$ cat src/rtl/core/lcdf_pkg.sv
// Shared types, codes and constants for the serial LCD cursor framer.
// Used by every module of the block; depends on nothing.
package lcdf_pkg;

   // Default line length, before the cursor wraps to the next row
   localparam int LINE_COLUMNS_DEF = 16;
   // Number of jobs held between the front and the back part
   localparam int QUEUE_DEPTH = 2;

   // Operation codes of an input item
   localparam logic OP_PRINT = 1'b0;
   localparam logic OP_CLEAR = 1'b1;

   // Serial framing bytes and display commands
   localparam logic [7:0] SYNC_COMMAND     = 8'hF8;
   localparam logic [7:0] SYNC_DATA        = 8'hFA;
   localparam logic [7:0] NIBBLE_MASK      = 8'hF0;
   localparam logic [7:0] CMD_FUNCTION_SET = 8'h30;
   localparam logic [7:0] CMD_CLEAR        = 8'h01;

   // Special character codes
   localparam logic [7:0] CHAR_NUL     = 8'h00;
   localparam logic [7:0] CHAR_NEWLINE = 8'h0A;

   // Frame slots within one job
   localparam logic [1:0] FRAME_SETUP   = 2'd0;
   localparam logic [1:0] FRAME_ADDRESS = 2'd1;
   localparam logic [1:0] FRAME_DATA    = 2'd2;

   // Byte slots within one frame
   localparam logic [1:0] BYTE_SYNC = 2'd0;
   localparam logic [1:0] BYTE_HIGH = 2'd1;
   localparam logic [1:0] BYTE_LOW  = 2'd2;

   typedef enum logic [1:0] {
      JOB_CLEAR,
      JOB_NEWLINE,
      JOB_CHAR
   } job_kind_type;

   typedef struct packed {
      logic       operation;
      logic [7:0] char_code;
   } req_type;

   typedef struct packed {
      logic [7:0] serial_byte;
      logic       frame_end;
      logic       last;
   } rsp_type;

   // One classified job handed from front to back
   typedef struct packed {
      job_kind_type kind;
      logic [7:0]   address;
      logic [7:0]   char_code;
   } job_type;

   // DDRAM base address of each display row
   function automatic logic [7:0] row_base(input logic [1:0] row);
      logic [7:0] base;
      case (row)
         2'd0:    base = 8'h80;
         2'd1:    base = 8'h90;
         2'd2:    base = 8'h88;
         default: base = 8'h98;
      endcase
      return base;
   endfunction

endpackage

$ cat src/rtl/core/lcdf_front.sv
// Front part: accepts input items, tracks the text cursor and classifies
// each item into a job for the queue. Depends on lcdf_pkg.
module lcdf_front
   import lcdf_pkg::*;
#(
   parameter int LINE_COLUMNS = LINE_COLUMNS_DEF
) (
   input  logic    clock,
   input  logic    reset,
   input  logic    req_valid,
   output logic    req_stall,
   input  req_type req_payload,
   input  logic    queue_full,
   output logic    push_valid,
   output job_type push_job
);

   logic [1:0] row_ff, row_in;
   logic [4:0] column_ff, column_in;
   logic       accept;
   logic       wrap;
   logic [1:0] row_next;
   logic [1:0] char_row;
   logic [4:0] char_column;

   // Hold the requester while the queue has no room
   assign req_stall = queue_full;
   assign accept    = req_valid && !queue_full;

   // Wrap a full line before printing
   assign wrap        = column_ff >= 5'(LINE_COLUMNS);
   assign row_next    = row_ff + 2'd1;
   assign char_row    = wrap ? row_next : row_ff;
   assign char_column = wrap ? 5'd0 : column_ff;

   // Classify the transfer and advance the cursor
   always_comb begin
      row_in             = row_ff;
      column_in          = column_ff;
      push_valid         = 1'b0;
      push_job.kind      = JOB_CLEAR;
      push_job.address   = row_base(char_row) + {3'b000, char_column};
      push_job.char_code = req_payload.char_code;
      if (accept) begin
         if (req_payload.operation == OP_CLEAR) begin
            push_valid    = 1'b1;
            push_job.kind = JOB_CLEAR;
            row_in        = 2'd0;
            column_in     = 5'd0;
         end else if (req_payload.char_code == CHAR_NUL) begin
            // drop string terminators
            push_valid = 1'b0;
         end else if (req_payload.char_code == CHAR_NEWLINE) begin
            push_valid       = 1'b1;
            push_job.kind    = JOB_NEWLINE;
            push_job.address = row_base(row_next);
            row_in           = row_next;
            column_in        = 5'd0;
         end else begin
            push_valid    = 1'b1;
            push_job.kind = JOB_CHAR;
            row_in        = char_row;
            column_in     = char_column + 5'd1;
         end
      end
   end

   always_ff @(posedge clock) begin
      if (reset) begin
         row_ff    <= 2'd0;
         column_ff <= 5'd0;
      end else begin
         row_ff    <= row_in;
         column_ff <= column_in;
      end
   end

endmodule

$ cat src/rtl/core/lcdf_queue.sv
// Short job queue between the front and back parts of the framer.
// Depends on lcdf_pkg for the job type.
module lcdf_queue
   import lcdf_pkg::*;
#(
   parameter int DEPTH = QUEUE_DEPTH
) (
   input  logic    clock,
   input  logic    reset,
   input  logic    push_valid,
   input  job_type push_job,
   output logic    full,
   input  logic    pop,
   output logic    pop_valid,
   output job_type pop_job
);

   localparam int PTR_W = (DEPTH > 1) ? $clog2(DEPTH) : 1;
   localparam int CNT_W = $clog2(DEPTH + 1);

   job_type            entries_ff [DEPTH];
   logic [PTR_W-1:0]   wr_ptr_ff, wr_ptr_in;
   logic [PTR_W-1:0]   rd_ptr_ff, rd_ptr_in;
   logic [CNT_W-1:0]   count_ff, count_in;
   logic               do_push;
   logic               do_pop;

   assign full      = count_ff == CNT_W'(DEPTH);
   assign pop_valid = count_ff != '0;
   assign pop_job   = entries_ff[rd_ptr_ff];
   assign do_push   = push_valid && !full;
   assign do_pop    = pop && pop_valid;

   // Advance pointers and occupancy
   always_comb begin
      wr_ptr_in = wr_ptr_ff;
      rd_ptr_in = rd_ptr_ff;
      count_in  = count_ff;
      if (do_push) begin
         wr_ptr_in = (wr_ptr_ff == PTR_W'(DEPTH - 1)) ? '0 : wr_ptr_ff + 1'b1;
      end
      if (do_pop) begin
         rd_ptr_in = (rd_ptr_ff == PTR_W'(DEPTH - 1)) ? '0 : rd_ptr_ff + 1'b1;
      end
      if (do_push && !do_pop) begin
         count_in = count_ff + 1'b1;
      end else if (do_pop && !do_push) begin
         count_in = count_ff - 1'b1;
      end
   end

   always_ff @(posedge clock) begin
      if (reset) begin
         wr_ptr_ff <= '0;
         rd_ptr_ff <= '0;
         count_ff  <= '0;
      end else begin
         wr_ptr_ff <= wr_ptr_in;
         rd_ptr_ff <= rd_ptr_in;
         count_ff  <= count_in;
      end
   end

   // Store pushed jobs
   always_ff @(posedge clock) begin
      if (do_push) begin
         entries_ff[wr_ptr_ff] <= push_job;
      end
   end

endmodule

$ cat src/rtl/core/lcdf_back.sv
// Back part: expands a queued job into serial frames, one byte per cycle
// unless stalled, into a registered result stage. Depends on lcdf_pkg.
module lcdf_back
   import lcdf_pkg::*;
(
   input  logic    clock,
   input  logic    reset,
   input  logic    pop_valid,
   input  job_type pop_job,
   output logic    pop,
   output logic    rsp_valid,
   input  logic    rsp_stall,
   output rsp_type rsp_payload
);

   logic       active_ff, active_in;
   job_type    job_ff, job_in;
   logic [1:0] frame_ff, frame_in;
   logic [1:0] byte_ff, byte_in;
   logic       rsp_valid_ff, rsp_valid_in;
   rsp_type    rsp_ff, rsp_in;

   logic       out_free;
   logic       emit;
   logic       done;
   logic [7:0] sync;
   logic [7:0] payload;
   logic [1:0] last_frame;
   rsp_type    cur_byte;

   assign rsp_valid   = rsp_valid_ff;
   assign rsp_payload = rsp_ff;

   // Select the sync byte and payload of the current frame
   always_comb begin
      case (frame_ff)
         FRAME_SETUP: begin
            sync    = SYNC_COMMAND;
            payload = (job_ff.kind == JOB_CLEAR) ? CMD_CLEAR : CMD_FUNCTION_SET;
         end
         FRAME_ADDRESS: begin
            sync    = SYNC_COMMAND;
            payload = job_ff.address;
         end
         default: begin
            sync    = SYNC_DATA;
            payload = job_ff.char_code;
         end
      endcase
   end

   // Find the final frame of the job
   always_comb begin
      case (job_ff.kind)
         JOB_CLEAR:   last_frame = FRAME_SETUP;
         JOB_NEWLINE: last_frame = FRAME_ADDRESS;
         default:     last_frame = FRAME_DATA;
      endcase
   end

   // Build the current byte
   always_comb begin
      case (byte_ff)
         BYTE_SYNC: cur_byte.serial_byte = sync;
         BYTE_HIGH: cur_byte.serial_byte = payload & NIBBLE_MASK;
         default:   cur_byte.serial_byte = {payload[3:0], 4'b0000};
      endcase
      cur_byte.frame_end = byte_ff == BYTE_LOW;
      cur_byte.last      = (byte_ff == BYTE_LOW) && (frame_ff == last_frame);
   end

   assign out_free = !rsp_valid_ff || !rsp_stall;
   assign emit     = active_ff && out_free;
   assign done     = emit && cur_byte.last;
   assign pop      = pop_valid && (!active_ff || done);

   // Advance the byte sequencer and load the next job
   always_comb begin
      active_in = active_ff;
      job_in    = job_ff;
      frame_in  = frame_ff;
      byte_in   = byte_ff;
      if (pop) begin
         active_in = 1'b1;
         job_in    = pop_job;
         frame_in  = FRAME_SETUP;
         byte_in   = BYTE_SYNC;
      end else if (done) begin
         active_in = 1'b0;
      end else if (emit) begin
         if (byte_ff == BYTE_LOW) begin
            byte_in  = BYTE_SYNC;
            frame_in = frame_ff + 2'd1;
         end else begin
            byte_in = byte_ff + 2'd1;
         end
      end
   end

   // Hold the result register until its transfer
   always_comb begin
      rsp_in = rsp_ff;
      if (emit) begin
         rsp_valid_in = 1'b1;
         rsp_in       = cur_byte;
      end else if (!rsp_stall) begin
         rsp_valid_in = 1'b0;
      end else begin
         rsp_valid_in = rsp_valid_ff;
      end
   end

   always_ff @(posedge clock) begin
      if (reset) begin
         active_ff    <= 1'b0;
         rsp_valid_ff <= 1'b0;
         frame_ff     <= FRAME_SETUP;
         byte_ff      <= BYTE_SYNC;
      end else begin
         active_ff    <= active_in;
         rsp_valid_ff <= rsp_valid_in;
         frame_ff     <= frame_in;
         byte_ff      <= byte_in;
      end
   end

   always_ff @(posedge clock) begin
      job_ff <= job_in;
      rsp_ff <= rsp_in;
   end

endmodule

$ cat src/rtl/core/text_lcd_serial_cursor_framer_core.sv
// Serial framer for a 4-row character LCD with a text cursor.
// An item passes the job queue and the job register; its bytes are offered
// from the result register. Throughput: one byte per cycle from the sequencer,
// unless stalled; a character is 9 bytes, a newline 6, a clear 3, a NUL none.
// A 2-entry job queue lets the input run ahead of the byte stream.
// Reset (synchronous) homes the cursor and empties the queue and output stage.
module text_lcd_serial_cursor_framer_core
   import lcdf_pkg::*;
#(
   parameter int LINE_COLUMNS = LINE_COLUMNS_DEF
) (
   input  logic    clock,
   input  logic    reset,
   input  logic    req_valid,
   output logic    req_stall,
   input  req_type req_payload,
   output logic    rsp_valid,
   input  logic    rsp_stall,
   output rsp_type rsp_payload
);

   logic    push_valid;
   job_type push_job;
   logic    queue_full;
   logic    pop;
   logic    pop_valid;
   job_type pop_job;

   lcdf_front #(
      .LINE_COLUMNS(LINE_COLUMNS)
   ) u_front (
      .clock       (clock),
      .reset       (reset),
      .req_valid   (req_valid),
      .req_stall   (req_stall),
      .req_payload (req_payload),
      .queue_full  (queue_full),
      .push_valid  (push_valid),
      .push_job    (push_job)
   );

   lcdf_queue #(
      .DEPTH(QUEUE_DEPTH)
   ) u_queue (
      .clock      (clock),
      .reset      (reset),
      .push_valid (push_valid),
      .push_job   (push_job),
      .full       (queue_full),
      .pop        (pop),
      .pop_valid  (pop_valid),
      .pop_job    (pop_job)
   );

   lcdf_back u_back (
      .clock       (clock),
      .reset       (reset),
      .pop_valid   (pop_valid),
      .pop_job     (pop_job),
      .pop         (pop),
      .rsp_valid   (rsp_valid),
      .rsp_stall   (rsp_stall),
      .rsp_payload (rsp_payload)
   );

endmodule

$ cat config.mk
export PLATFORM = sky130hd
export DESIGN_NAME = text_lcd_serial_cursor_framer_core
export DESIGN_NICKNAME = d
export VERILOG_FILES = /design/src/rtl/core/lcdf_pkg.sv /design/src/rtl/core/lcdf_front.sv /design/src/rtl/core/lcdf_queue.sv /design/src/rtl/core/lcdf_back.sv /design/src/rtl/core/text_lcd_serial_cursor_framer_core.sv
export SDC_FILE = /design/constraint.sdc
export NUM_CORES = 1
export LEC_CHECK = 0
export BUFFER_PORTS_ARGS = -buffer_cell sky130_fd_sc_hd__buf_2
export CAP_MARGIN = 5
export CORE_MARGIN = 4
export CORE_UTILIZATION = 25
export DETAILED_ROUTE_END_ITERATION = 12
export RECOVER_POWER = 25
export SLEW_MARGIN = 40
export SYNTH_ARGS = -nofsm -noshare
export SYNTH_HDL_FRONTEND = slang
export SYNTH_SLANG_ARGS = --single-unit
$ cat constraint.sdc
create_clock -name clock -period 2.5 [get_ports clock]
set_input_delay 0.25 -clock clock [delete_from_list [all_inputs] [get_ports clock]]
set_output_delay 0.25 -clock clock [all_outputs]
set_load 0.01 [all_outputs]
## After elaboration in Yosys (flattened, before gate mapping)

Memories as Yosys holds them, arrays and structs flattened. A register that Yosys moved wholly into a read port is not among the register bits.
Cells that the tools add are included.

- Add/subtract/negate cells: 9
- Multiply operators: 0
- Div/mod/pow operators: 0
- Order comparisons: 1
- Equal/unequal tests: 13
- Shift-type cells: 0
- Mux-type cells: 35
- Bitwise gates (word level): 1
- Reduce and logical (&&, ||, !) cells: 31

Operators with widths:

| operator | number |
|---|---|
| one-hot mux 8 bit (2 select lines) | 2 |
| one-hot mux 5 bit (3 select lines) | 2 |
| two-way mux 10 bit | 2 |
| two-way mux 2 bit | 10 |
| two-way mux 5 bit | 4 |
| two-way mux 8 bit | 2 |
| two-way mux 1 bit | 11 |
| == test 2 x 1 -> 1 bit (second input constant) | 5 |
| logical NOT 2 bit | 5 |
| logical AND 1 bit | 9 |
| adder 2 x 1 -> 2 bit (second input constant) | 4 |
| adder 8 x 5 -> 8 bit | 1 |
| == test 2 bit (second input constant) | 4 |
| == test 8 x 4 -> 1 bit (second input constant) | 1 |
| logical NOT 8 bit | 1 |
| logical NOT 1 bit | 6 |
| two-way mux 6 bit | 1 |
| nonzero test 2 bit | 3 |
| adder 5 x 1 -> 5 bit (second input constant) | 1 |
| greater-or-equal comparator 5 bit (second input constant) | 1 |
| one-hot mux 2 bit (2 select lines) | 1 |
| AND reduction 2 bit | 2 |
| OR reduction 2 bit | 2 |
| AND reduction 3 bit | 1 |
| other kinds (7) | 9 |

- Register bits after elaboration: 27
- Bits in latches: 0
- Memory bits (writable): 36
- Memory bits (read-only): 0
- Word-level logic and storage cells: 103
- Memories: 1

Memory list:

| name | depth | bits a word | read ports | clocked after memory_dff | wr ports | line | RTL |
|---|---|---|---|---|---|---|---|
| u_queue.entries_ff | 2 | 18 | 1 | 1 | 1 | lcdf_queue.sv:21 | `job_type entries_ff [DEPTH];` |

## Logic depth before layout (Yosys ltp)

Gate-level depths: netlist of run 1.

- Word-level depth: 11
- Mapped depth: 8
- Gate-level depth less buffers: 8

## Modules after synthesis

From an unflattened synthesis of run 1, not the netlist that was laid out.

- Cells, all modules: 276
- Area, all modules: 3588.4 um2

By module, submodules not included:

| module | instances | cells each | area an instance (um2) | sequential area each (um2) |
|---|---|---|---|---|
| lcdf_queue | 1 | 81 | 1516.5 | 1181.1 |
| lcdf_back | 1 | 103 | 1333.8 | 900.9 |
| lcdf_front | 1 | 92 | 738.2 | 140.1 |

## Least setup slack after synthesis of run 1

Ideal clock, no wire load.

- Path kind: register to register
- Start: register, netlist name u_back.job_ff[17]
- End: register u_queue.count_ff[1]
- Setup time: 70 ps
- Arrival time: 2020 ps
- Required time: 2430 ps
- Path slack: 410 ps
- Stages on the path, launching flop included: 8
- Buffers on the path: 0
- Period minus slack after synthesis: 2090 ps
- Cells stage by stage: edfxtp_1 -> nor4b_1 -> a32oi_2 -> o21ai_1 -> nand2_1 -> ha_1 -> or3_1 -> a21oi_1

- Word-level cells in the longest chain between the ends: 11
- Elaborated cells on any way between the ends: 14

RTL lines:

| element | line | RTL |
|---|---|---|
| == test 2 x 1 -> 1 bit / logical NOT 2 bit (equally long branches) | lcdf_back.sv:54 | `case (job_ff.kind)` |
| one-hot mux 2 bit (2 select lines) (*) | lcdf_back.sv:54 |  |
| == test 2 bit (*) | lcdf_back.sv:69 | `cur_byte.last = (byte_ff == BYTE_LOW) && (frame_ff == last_frame);` |
| logical AND 1 bit (*) | lcdf_back.sv:69 |  |
| logical AND 1 bit (*) | lcdf_back.sv:74 | `assign done = emit && cur_byte.last;` |
| logical OR 1 bit (*) | lcdf_back.sv:75 | `assign pop = pop_valid && (!active_ff \|\| done);` |
| logical AND 1 bit (*) | lcdf_back.sv:75 |  |
| logical AND 1 bit (*) | lcdf_queue.sv:32 | `assign do_pop = pop && pop_valid;` |
| logical NOT 1 bit | lcdf_queue.sv:45 | `if (do_push && !do_pop) begin` |
| logical AND 1 bit | lcdf_queue.sv:45 |  |
| two-way mux 2 bit / nonzero test 2 bit (equally long branches) | n/a |  |
| to (signal assigned) | lcdf_queue.sv:60 | `count_ff <= count_in;` |
| to (decl) | lcdf_queue.sv:24 | `logic [CNT_W-1:0] count_ff, count_in;` |

Every way passes the cells marked *; elsewhere a longest branch is shown, timed or not.
A chain may end at the register's enable or synchronous reset.

## Worst setup path in the final report of run 1

- Start: register u_back.byte_ff[1]
- End: register u_queue.count_ff[1]

- Word-level cells in the longest chain between the ends: 9
- Elaborated cells on any way between the ends: 11

RTL lines:

| element | line | RTL |
|---|---|---|
| from (decl) | lcdf_back.sv:19 | `logic [1:0] byte_ff, byte_in;` |
| from (signal assigned) | lcdf_back.sv:123 | `byte_ff <= byte_in;` |
| == test 2 bit (*) | lcdf_back.sv:69 |  |
| logical AND 1 bit (*) | lcdf_back.sv:69 |  |
| logical AND 1 bit (*) | lcdf_back.sv:74 |  |
| logical OR 1 bit (*) | lcdf_back.sv:75 |  |
| logical AND 1 bit (*) | lcdf_back.sv:75 |  |
| logical AND 1 bit (*) | lcdf_queue.sv:32 |  |
| logical NOT 1 bit | lcdf_queue.sv:45 |  |
| logical AND 1 bit | lcdf_queue.sv:45 |  |
| two-way mux 2 bit / nonzero test 2 bit (equally long branches) | n/a |  |

Marked as above.

==> results by group, run 1 <==
Setup path
  • R2r setup slk: about 0.25 ns
  • RR Startpoint: u_back.byte_ff[1]$_SDFFE_PP0P_
  • Crit path DAT: around 2.5 ns
  • Critical-path top delay cell: dfxtp_1
  • Delay-heaviest family, CP: simple AND/OR/NAND/NOR gates
  • Worst path buffer plus inverter count: 0
  • Critical Path Start Type: flop
  • Crit-path max cell delay: roughly 0.54 ns
  • FF-to-FF End: u_queue.count_ff[1]$_SDFFE_PP0P_
  • Register-to-Register Path Depth: 7
  • Worst-path fanout max: 12
  • Crit path required time: ~2.8 ns
  • Cells along the critical path: nor4b_1 > a32oi_2 > o21ai_1 > nand2_1 > ha_1 > or3_1 > a21oi_1
  • Crit path depth: 7
  • Crit. End Element: flop
  • Crit Path Class: flop to flop

Logic synthesis
  • Number of synthesized flops with an enable pin: between 50 and 60
  • Mux cell area share after synthesis: 0.0650
  • Xor/xnor share of the synthesized area: 0.0135
  • Post-synthesis simple-gate area fraction: 0.126
  • Cell count after synthesis: ~260
  • Async SR Flop Fraction: 0
  • Synthesized area: 0.00325 mm2
  • Cell variety after synth: between 40 and 50
  • Adder-cell share of the synthesized area: 0.0308
  • Synth warn: 0
  • Synth Area in Compound Gates: 0.113
  • FF+latch count, synth: 73
  • Synth Flop Type: edfxtp_1
  • Sequential element share of the synthesized area: 0.621
  • Main combinational cell family by area after synthesis: simple AND/OR/NAND/NOR gates
  • Avg Cell Area, Syn: about 13 um2

Run
  • Max-capacitance violation count: 0

Die
  • I/O pins: 25
  • Die W: approximately 120 um
  • Cell row count: 41
  • Die area: between 0.01 and 0.015 mm2
  • Die span in y: 122 um
  • Core ar.: between 0.01 and 0.015 mm2
  • Initial core utilization: 0.257

Global route
  • Largest net degree at the start of global routing: 22
  • First-pass GRT wire length: ~11000 um
  • Initial antenna violation count: 0
  • GR Util All Layers: 0.0943
  • Vias in the first global route: approximately 2200
  • Total gr overflow: 0

Layout
  • Ant diodes: 0
  • Share of cells above drive strength 1: 0.173
  • Fin area: just under 0.004 mm2
  • Fill cells: ~1300
  • Synth-to-layout area growth: 18.8%
  • Nets@finish: 311

Timing
  • Final number of max-transition violations: 0
  • Final number of setup-violating endpoints: 0
  • Setup WS post-layout: ~0.25 ns
  • Final cycle utilization of the critical path: 0.902
  • Max frequency: ~440 MHz
  • Setup TNS Final: 0 ns
  • RSZ-0062 raised after global routing: false
  • Final Skew: between 0.007 and 0.008 ns
  • Hold Vio Cnt, Final: 0
  • Rel. slew slack: 0.471
  • Slew @ Worst Pin: about 0.79 ns
  • Final critical-path required period: 2.25 ns

Min path
  • Tightest Hold Check Type: primary input to flop
  • Worst Hold End: u_queue.entries_ff[1][4]$_DFFE_PP_
  • Hold Path Stages: 1
  • HP Start: req_payload[4]

Outcome
  • Outcome: finished, final reports clean

Pwr
  • VDD IR-drop max: 387 uV
  • Pwr dens: approximately 940 mW/mm2
  • Static Leakage: 1.32 nW

CTS
  • CTS tree: done
  • Clk sink count: 73
  • Clock latency on the worst-skew pair: between 0.3 and 0.4 ns
  • Hold Buf Count CTS: 0
  • Post-cts gate resize count: 0
  • CTS H-tree lvls: 3
  • Clk root buf: clkbuf_16
  • Postcts setup bufs: 0
  • Total CTS buffers: 9
  • Bufs on Longest Clock Path: 2
  • Clock transition at path regs: 0.05 ns

Route
  • Vias: about 2100
  • Routed wire per std cell: between 10 and 15 um
  • Iteration-0 DRC Markers: between 100 and 150
  • DRC: 0
  • Routed Antenna Nets: 0
  • Via/cell ratio: approximately 4.4
  • Final wirelength: 6390 um
  • Initial DRT Pass Iterations: 4

Placed design
  • Global placement routability congestion: between 0.8 and 0.9
  • Placed Area: ~0.0036 mm2
  • Detailed Place HPWL: between 4000 and 5000 um
  • Port bufs: 22
  • Place WS: approximately 0.27 ns
-- worst reg2reg max path: cells and delay by family, from the launching register on --
kind,cells,cell delay [ns]
flops,1,0.54
compound gates,3,0.49
fa+ha+maj,1,0.33
simple gates,3,0.82
-- cells in the mapped netlist (all sizes together), types with 2 or more instances --
library cell,number,share of area
nor4,3,0.0058
nor2b,5,0.0096
xnor2,2,0.0054
edfxtp,56,0.52
clkbuf,7,0.0081
nand4,7,0.013
buf,3,0.0058
o311ai,2,0.0054
a211oi,3,0.0069
xor2,3,0.0081
o21ai,13,0.020
nand2b,4,0.0077
mux2i,2,0.0062
a211o,2,0.0054
and2,5,0.0096
or2,2,0.0038
a31oi,3,0.0058
nor2,15,0.020
mux2,17,0.059
a22oi,7,0.016
nand3,5,0.0077
a221oi,4,0.011
ha,8,0.031
nand2,11,0.013
o32ai,3,0.0081
nor3,5,0.0077
inv,14,0.016
and3,3,0.0058
or3,4,0.0092
a21oi,10,0.015
nand3b,2,0.0046
dfxtp,17,0.10
-- cell families (layout without fill, tap and decap cells) --
family,Yosys count,after routing
other,1,2
buffers and inverters,24,61
flip-flops,73,73
adder cells (fa/ha/maj),8,8
AND/OR/NAND/NOR,74,74
multiplexers,19,19
XOR/XNOR,5,5
AO/OA/AOI/OAI,53,53
-- routing by layer --
layer / part of all wire / vias up / global-route usage
met4: 0.012 / 0 / 0.0427
met5: 0 / - / 0
met3: 0.042 / 8 / 0.0274
met2: 0.49 / 39 / 0.154
li1: - / 1042 / -
met1: 0.45 / 989 / 0.116
-- how the worst max path moves through the flow --
stage                                         startpoint                          endpoint  slack [ns]
final                     u_back.byte_ff[1]$_SDFFE_PP0P_  u_queue.count_ff[1]$_SDFFE_PP0P_        0.25
after detailed placement  u_back.byte_ff[1]$_SDFFE_PP0P_  u_queue.count_ff[1]$_SDFFE_PP0P_        0.27
after CTS                 u_back.byte_ff[1]$_SDFFE_PP0P_  u_queue.count_ff[1]$_SDFFE_PP0P_        0.24
after floorplan              u_back.job_ff[17]$_DFFE_PP_  u_queue.count_ff[1]$_SDFFE_PP0P_        0.41
after global routing      u_back.byte_ff[1]$_SDFFE_PP0P_  u_queue.count_ff[1]$_SDFFE_PP0P_        0.02
after global placement                    req_payload[0]  u_queue.count_ff[1]$_SDFFE_PP0P_        0.34
-- layout make-up --
cell class,instances,area (um2),share of cell area
inverter,14,52.6,0.0136
multi-input combinational,161,1140,0.294
timing repair buffer,31,156,0.0405
clock buffer,12,236,0.0612
clock inverter,4,45.0,0.0117
sequential,73,2020,0.523
tap,172,215,0.0557
-- state kept, by name (all words and copies together) (netlist names) --
signal and cells:
u_back.active_ff 1, u_front.row_ff 2, u_queue.wr_ptr_ff 1, u_back.frame_ff 2, u_queue.entries_ff 32, u_back.byte_ff 2, u_front.column_ff 5, u_back.rsp_payload 8
u_back.rsp_valid 1, u_queue.count_ff 2, u_back.job_ff 16, u_queue.rd_ptr_ff 1
-- cells in the final DEF (no fill, tap or decap), types with 8 or more instances in the layout --
master / n
edfxtp_1: 56
clkbuf_1: 20
mux2_2: 17
dfxtp_1: 17
nor2_1: 14
inv_1: 14
o21ai_0: 12
nand2_1: 11
a21oi_1: 10
clkbuf_16: 9
buf_4: 9
ha_1: 8
-- where the power goes --
| part | leakage, nW | switching [W] | internal (W) |
|---|---|---|---|
| registers | 0.661 | 0.000134 | 0.00163 |
| logic | 0.516 | 0.000401 | 0.000272 |
| clock network | 0.140 | 0.000441 | 0.000767 |
| total | 1.32 | 0.000976 | 0.00267 |
-- stage by stage --
step,util,power (W),std cells,hold WS (ns)
3_3_place_gp,0.285,0.00246,451,0.467
5_1_grt,0.305,0.00385,467,0.213
6_report,0.305,0.00365,467,0.203
2_1_floorplan,-,0.00222,258,0.349
4_1_cts,0.307,0.00371,467,0.136
3_5_place_dp,0.285,0.00248,451,0.477
Power figures use the tool's default switching activity.
==> run 2: changes to the inputs <==
--- a/config.mk
+++ b/config.mk
@@ -8,9 +8,10 @@
 export BUFFER_PORTS_ARGS = -buffer_cell sky130_fd_sc_hd__buf_2
 export CAP_MARGIN = 5
 export CORE_MARGIN = 4
-export CORE_UTILIZATION = 25
+export CORE_UTILIZATION = 40
 export DETAILED_ROUTE_END_ITERATION = 12
 export RECOVER_POWER = 25
+export REMOVE_ABC_BUFFERS = 1
 export SLEW_MARGIN = 40
 export SYNTH_ARGS = -nofsm -noshare
 export SYNTH_HDL_FRONTEND = slang
==> results by group, run 2 (synthesis results as in run 1) <==
Outcome
  • Outcome: finished, final reports clean

Global route
  • First-pass GRT wire length: 10300 um (-5.3%)
  • Initial antenna violation count: 0 (unchanged)
  • Largest net degree at the start of global routing: 22 (unchanged)
  • Vias in the first global route: 2099 (-3.8%)
  • Total gr overflow: 0 (unchanged)
  • GR Util All Layers: 0.135 (+0.0409)

Die
  • I/O pins: 25 (unchanged)
  • Die span in y: 98.2 um (-20%)
  • Cell row count: 32 (-22%)
  • Die area: 0.00964 mm2 (-35%)
  • Core ar.: 0.00781 mm2 (-38%)
  • Initial core utilization: 0.417 (+0.160)
  • Die W: 98.2 um (-20%)

Setup path
  • Worst-path fanout max: 5 (-7)
  • Critical Path Start: u_back.job_ff[17]$_DFFE_PP_
  • Crit path required time: 2.77 ns (+0.02 ns)
  • Crit Path Class: flop to flop
  • Crit. End Element: flop
  • RR Startpoint: u_back.job_ff[17]$_DFFE_PP_
  • Critical-path top delay cell: edfxtp_1
  • Crit path DAT: 2.42 ns (-0.09 ns)
  • Crit-path max cell delay: 0.44 ns (-0.10 ns)
  • Cells along the critical path: nor4b_1 > a32oi_2 > o21ai_1 > nand2_1 > ha_1 > or3_1 > a21oi_1
  • Critical Path Start Type: flop

Timing
  • Rel. slew slack: 0.468 (-0.00243)
  • Final number of max-transition violations: 0 (unchanged)
  • Hold Vio Cnt, Final: 0 (unchanged)
  • RSZ-0062 raised after global routing: false
  • Final cycle utilization of the critical path: 0.863 (-0.0386)
  • Slew @ Worst Pin: 0.797 ns (+0.00364 ns)
  • Max frequency: 463 MHz (+4.5%)
  • Final critical-path required period: 2.16 ns (-0.0965 ns)
  • Setup TNS Final: 0 ns (unchanged)
  • Final Skew: 0.00676 ns (-0.000302 ns)
  • Setup WS post-layout: 0.342 ns (+0.0965 ns)
  • Final number of setup-violating endpoints: 0 (unchanged)

Route
  • Routed wire per std cell: 15.1 um (+10%)
  • DRC: 0 (unchanged)
  • Initial DRT Pass Iterations: 4 (unchanged)
  • Iteration-0 DRC Markers: 52 (-62%)
  • Vias: 2084 (+0.29%)
  • Final wirelength: 6000 um (-6.2%)
  • Routed Antenna Nets: 0 (unchanged)
  • Via/cell ratio: 5.25 (+18%)

Placed design
  • Detailed Place HPWL: 4230 um (-8.7%)
  • Place WS: 0.326 ns (+0.0600 ns)
  • Port bufs: 22 (unchanged)
  • Global placement routability congestion: 0.863 (+5.2%)

Pwr
  • VDD IR-drop max: 333 uV (-14%)
  • Static Leakage: 1.24 nW (-5.5%)
  • Pwr dens: 875 mW/mm2 (-7.2%)

Layout
  • Final core occ: 0.467 (+0.162)
  • Synth-to-layout area growth: 12.0%
  • Largest register FFs: 32 (unchanged)
  • Ant diodes: 0 (unchanged)
  • Nets@finish: 311 (unchanged)
  • Biggest register: u_queue.entries_ff
  • Most common cell after layout, fill and taps aside: edfxtp_1
  • Share of cells above drive strength 1: 0.166 (-0.00678)
  • Most frequent cells in the layout: 56 x edfxtp_1, 19 x clkbuf_1, 17 x mux2_2, 17 x dfxtp_1, 15 x nor2_1

CTS
  • Clock transition at path regs: 0.07 ns (+0.02 ns)
  • Bufs on Longest Clock Path: 2 (unchanged)
  • Post-cts gate resize count: 0 (unchanged)
  • Postcts setup bufs: 0 (unchanged)
  • CTS tree: done
  • Clock latency on the worst-skew pair: 0.34 ns (+0.02 ns)
  • CTS H-tree lvls: 3 (unchanged)
  • Total CTS buffers: 9 (unchanged)
  • Clk sink count: 73 (unchanged)
  • Hold Buf Count CTS: 0 (unchanged)
  • Clk root buf: clkbuf_8

Run
  • Max-capacitance violation count: 0 (unchanged)

Min path
  • Tightest Hold Check Type: primary input to flop
  • HP Start: req_payload[2]
## run 2: cell count changes in the layout (fill, tap and decap cells not counted), sizes merged
cell,previous run,this run
clkbuf,29,28
bufinv,1,0
buf,14,13
clkinvlp,0,3
## run 2: critical path: cells and delay by family, from the launching register on
| kind | cells | cell delay [ns] |
|---|---|---|
| and+or+nand+nor | 3 | 0.81 |
| adders and majority gates | 1 | 0.33 |
| DFF | 1 | 0.44 |
| AOI/OAI and AO/OA | 3 | 0.51 |
## run 2: layout make-up
type                            instances  area, um2
Clock buffer                           10        128
Timing Repair Buffer                   31        153
Multi-Input combinational cell        161       1130
Inverter                               14       52.6
Fill cell                             723       4160
Clock inverter                          6       35.0
Sequential cell                        73       2020
Tap cell                              102        128
## run 2: power by group
group | internal (W) | total [W] | switching [W]
logic | 0.000270 | 0.000661 | 0.000391
clock network | 0.000351 | 0.000770 | 0.000418
registers | 0.00163 | 0.00176 | 0.000132
total | 0.00225 | 0.00319 | 0.000942
## run 2: layer usage
layer / GRT usage / wire (um) / vias to the layer above
met5: 0 / 0 / -
met4: 0.0441 / 86 / 0
met3: 0.0450 / 324 / 9
met2: 0.216 / 2820 / 55
met1: 0.174 / 2770 / 978
li1: - / - / 1042
## run 2: final timing paths
path                            cells after the start  slack, ns                                  to
worst min-delay path                                1       0.18  u_queue.entries_ff[1][2]$_DFFE_PP_
worst min register to register                      2       0.49   u_front.column_ff[1]$_SDFFE_PP0P_
worst max-delay path                                7       0.34    u_queue.count_ff[1]$_SDFFE_PP0P_
worst max register to register                      7       0.34    u_queue.count_ff[1]$_SDFFE_PP0P_
## run 2: metrics by stage
stage | instances | total power (W) | hold slack (ns) | cell area, um2
after floorplan | 248 | 0.00220 | 0.319 | 3210
after detailed placement | 381 | 0.00247 | 0.473 | 3520
after global routing | 397 | 0.00339 | 0.152 | 3640
after global placement | 381 | 0.00246 | 0.463 | 3520
final | 397 | 0.00319 | 0.178 | 3640
after CTS | 397 | 0.00325 | 0.113 | 3680
==> run 3: changes to the inputs <==
--- a/config.mk
+++ b/config.mk
@@ -5,6 +5,7 @@
 export SDC_FILE = /design/constraint.sdc
 export NUM_CORES = 1
 export LEC_CHECK = 0
+export ABC_AREA = 1
 export BUFFER_PORTS_ARGS = -buffer_cell sky130_fd_sc_hd__buf_2
 export CAP_MARGIN = 5
 export CORE_MARGIN = 4
==> results by group, run 3 <==
Layout
  • Largest register FFs: 32 (unchanged)
  • Final cell count without fillers: 436 (+9.8%)
  • Most common cell after layout, fill and taps aside: nand2_1
  • Ant diodes: 0 (unchanged)
  • Synth-to-layout area growth: 13.0%
  • Biggest register: u_queue.entries_ff
  • Most frequent cells in the layout: 61 x nand2_1, 56 x edfxtp_1, 36 x inv_1, 23 x nor2_1
  • Nets@finish: 350 (+13%)
  • Share of cells above drive strength 1: 0.204 (+0.0375)

Timing
  • Hold Vio Cnt, Final: 0 (unchanged)
  • Slew @ Worst Pin: 0.658 ns (-0.139 ns)
  • Final number of setup-violating endpoints: 0 (unchanged)
  • RSZ-0062 raised after global routing: false
  • Final critical-path required period: 1.94 ns (-0.214 ns)
  • Rel. slew slack: 0.561 (+0.0933)
  • Final cycle utilization of the critical path: 0.777 (-0.0856)
  • Max frequency: 514 MHz (+11%)
  • Setup TNS Final: 0 ns (unchanged)
  • Final number of max-transition violations: 0 (unchanged)
  • Final Skew: 0.0104 ns (+0.00366 ns)

Pwr
  • Sw Ratio: 0.284 (-0.0115)
  • Static Leakage: 1.47 nW (+18%)
  • Clock network fraction of total power: 0.288 (+0.047)
  • Sequential share of power: 0.507 (-0.045)
  • Switching power: 0.00105 W (+11%)
  • Comb pwr share: 0.206 (about the same)
  • Pwr dens: 1000 mW/mm2 (+15%)
  • Internal power: 0.00265 W (+18%)
  • VDD IR-drop max: 448 uV (+34%)

Route
  • Vias: 2043 (-2.0%)
  • DRC: 0 (unchanged)
  • Routed wire per std cell: 12.7 um (-16%)
  • Final wirelength: 5530 um (-7.7%)
  • Routed Antenna Nets: 0 (unchanged)
  • Initial DRT Pass Iterations: 4 (unchanged)
  • Iteration-0 DRC Markers: 56 (+7.7%)
  • Via/cell ratio: 4.69 (-11%)

Logic synthesis
  • Post-synth top cells: 60 x nand2_1, 56 x edfxtp_1, 35 x inv_1
  • Synth Flop Type: edfxtp_1
  • Async SR Flop Fraction: 0 (unchanged)
  • Avg Cell Area, Syn: 10.9 um2 (-14%)
  • Synth top area share: 0.516 (-0.000595)
  • Synthesized area: 0.00326 mm2 (+0.12%)
  • FF+latch count, synth: 73 (unchanged)
  • Yosys top cell by area: edfxtp_1
  • Sequential element share of the synthesized area: 0.621 (-0.000716)
  • Synth area leaders: edfxtp_1 52%, dfxtp_1 10%, nand2_1 6.9%, mux2_2 5.5%, inv_1 4.0%
  • Number of synthesized flops with an enable pin: 56 (unchanged)
  • Cell count after synthesis: 299 (+16%)
  • Most common cell in the synthesized netlist: nand2_1
  • Synth warn: 0 (unchanged)
  • Cell variety after synth: 32 (-30%)

Run
  • Max-capacitance violation count: 0 (unchanged)

Placed design
  • Detailed Place HPWL: 4050 um (-4.2%)
  • Global placement routability congestion: 0.866 (+0.37%)
  • Placed cell count: 420 (+10%)
  • Port bufs: 22 (unchanged)

Global route
  • Layer with the highest usage: met2
  • GRT met1 Usage: 0.155 (-0.0198)
  • Initial antenna violation count: 0 (unchanged)
  • M3 GR Usage: 0.0371 (-0.00786)
  • Vias in the first global route: 2023 (-3.6%)
  • Total gr overflow: 0 (unchanged)
  • GR Layer Usage met2: 0.212 (-0.00366)
  • Largest net degree at the start of global routing: 19 (-14%)
  • GR Util All Layers: 0.125 (-0.0101)
  • First-pass GRT wire length: 9590 um (-6.5%)

Setup path
  • Worst path buffer plus inverter count: 0 (unchanged)
  • Register-to-Register Path Depth: 10 (+3)
  • Crit-path max cell delay: 0.46 ns (+0.02 ns)
  • Critical Path Start: u_back.byte_ff[1]$_SDFFE_PP0P_
  • Crit path depth: 10 (+3)
  • Crit path required time: 2.72 ns (-0.05 ns)
  • R2r setup slk: 0.56 ns (+0.21 ns)
  • RR Startpoint: u_back.byte_ff[1]$_SDFFE_PP0P_
  • Critical-path top delay cell: dfxtp_1
  • Setup crit end: u_queue.count_ff[1]$_SDFFE_PP0P_
  • Crit path DAT: 2.16 ns (-0.26 ns)
  • Critical Path Start Type: flop
  • Crit. End Element: flop
  • Delay-heaviest family, CP: simple AND/OR/NAND/NOR gates
  • Worst-path fanout max: 7 (+2)
  • Cells along the critical path: nand2_1 > nor2_4 > nand3_2 > nand2_4 > nand2_4 > ha_1 > a21oi_1 > o21ai_0 > o21ai_0 > a21oi_1
  • Crit Path Class: flop to flop
  • FF-to-FF End: u_queue.count_ff[1]$_SDFFE_PP0P_

Die
  • Core ar.: 0.00781 mm2 (unchanged)
  • Die W: 98.3 um (about the same)
  • Initial core utilization: 0.417 (+0.000481)
  • Die area: 0.00965 mm2 (+0.10%)
  • Cell row count: 32 (unchanged)
  • Die span in y: 98.3 um (about the same)
  • I/O pins: 25 (unchanged)

CTS
  • Clock transition at path regs: 0.08 ns (about the same)
  • Clk root buf: clkbuf_8
  • Total CTS buffers: 9 (unchanged)
  • Bufs on Longest Clock Path: 2 (unchanged)
  • Post-cts gate resize count: 0 (unchanged)
  • Postcts setup bufs: 0 (unchanged)
  • Clock latency on the worst-skew pair: 0.33 ns (about the same)
  • Hold Buf Count CTS: 0 (unchanged)
  • CTS H-tree lvls: 3 (unchanged)
  • Clk sink count: 73 (unchanged)
  • CTS tree: done

Outcome
  • Outcome: finished, final reports clean

Min path
  • Tightest Hold Check Type: primary input to flop
==> run 3: cell types whose count changed after synthesis, sizes merged, moves of 7 or more <==
| cell | change |
|---|---|
| inv | +32 |
| nand2 | +57 |
| nand3 | +7 |
| nor2 | +16 |
==> run 3: layout make-up <==
type	count	area, um2
Clock buffer	9	124
Timing Repair Buffer	25	110
Inverter	46	173
Fill cell	730	4130
Sequential cell	73	2020
Tap cell	102	128
Clock inverter	7	109
Multi-Input combinational cell	174	1020
==> run 3: worst min path at each step <==
stage	from	endpoint	depth (start not counted)
4_1_cts	req_payload[5]	u_queue.entries_ff[0][5]$_DFFE_PP_	1
6_report	req_payload[5]	u_queue.entries_ff[0][5]$_DFFE_PP_	1
3_5_place_dp	req_payload[7]	u_queue.entries_ff[1][7]$_DFFE_PP_	1
5_1_grt	req_payload[7]	u_queue.entries_ff[1][7]$_DFFE_PP_	1
2_1_floorplan	reset	u_back.active_ff$_SDFFE_PP0P_	1
3_3_place_gp	req_payload[7]	u_queue.entries_ff[0][7]$_DFFE_PP_	1
==> run 3: power groups by stage <==
stage	sequential (W)	combinational, W	clock (W)
finish	0.00187	0.000760	0.00106
floorplan	0.00186	0.000576	0
detailed placement	0.00190	0.000794	0
CTS	0.00187	0.000798	0.00110
global placement	0.00189	0.000782	0
global route	0.00191	0.000873	0.00115
==> run 3: worst reg2reg max path, cell delays in order, from the launching register on <==
cell and delay (ns):
dfxtp_1 0.46, nand2_1 0.15, nor2_4 0.17, nand3_2 0.10
nand2_4 0.10, nand2_4 0.08, ha_1 0.33, a21oi_1 0.12
o21ai_0 0.11, o21ai_0 0.16, a21oi_1 0.05
==> run 3: cell families (layout without fill, tap and decap cells) <==
| logic type | Yosys count | count (layout) | share of synthesized area |
|---|---|---|---|
| xor+xnor | 2 | 2 | 0.00538 |
| other cells | 1 | 2 | 0.00115 |
| simple gates | 115 | 115 | 0.163 |
| flops | 73 | 73 | 0.621 |
| compound gates | 31 | 31 | 0.0591 |
| mux | 16 | 16 | 0.0553 |
| fa+ha+maj | 8 | 8 | 0.0307 |
| buf+inv | 53 | 87 | 0.0645 |
==> run 3: metrics by stage <==
stage	instance area, um2	hold WS [ns]	util	setup WS, ns	power, W
global route	3680	0.150	0.472	0.328	0.00393
floorplan	3220	0.312	-	0.655	0.00244
finish	3680	0.159	0.472	0.556	0.00369
detailed placement	3480	0.463	0.446	0.551	0.00269
CTS	3720	0.101	0.476	0.583	0.00377
global placement	3480	0.453	0.446	0.616	0.00267
==> run 3: routing by layer <==
metal | part of all wire | up-vias
met5 | 0 | -
li1 | - | 1049
met1 | 0.46 | 958
met3 | 0.033 | 6
met4 | 0.011 | 0
met2 | 0.50 | 30
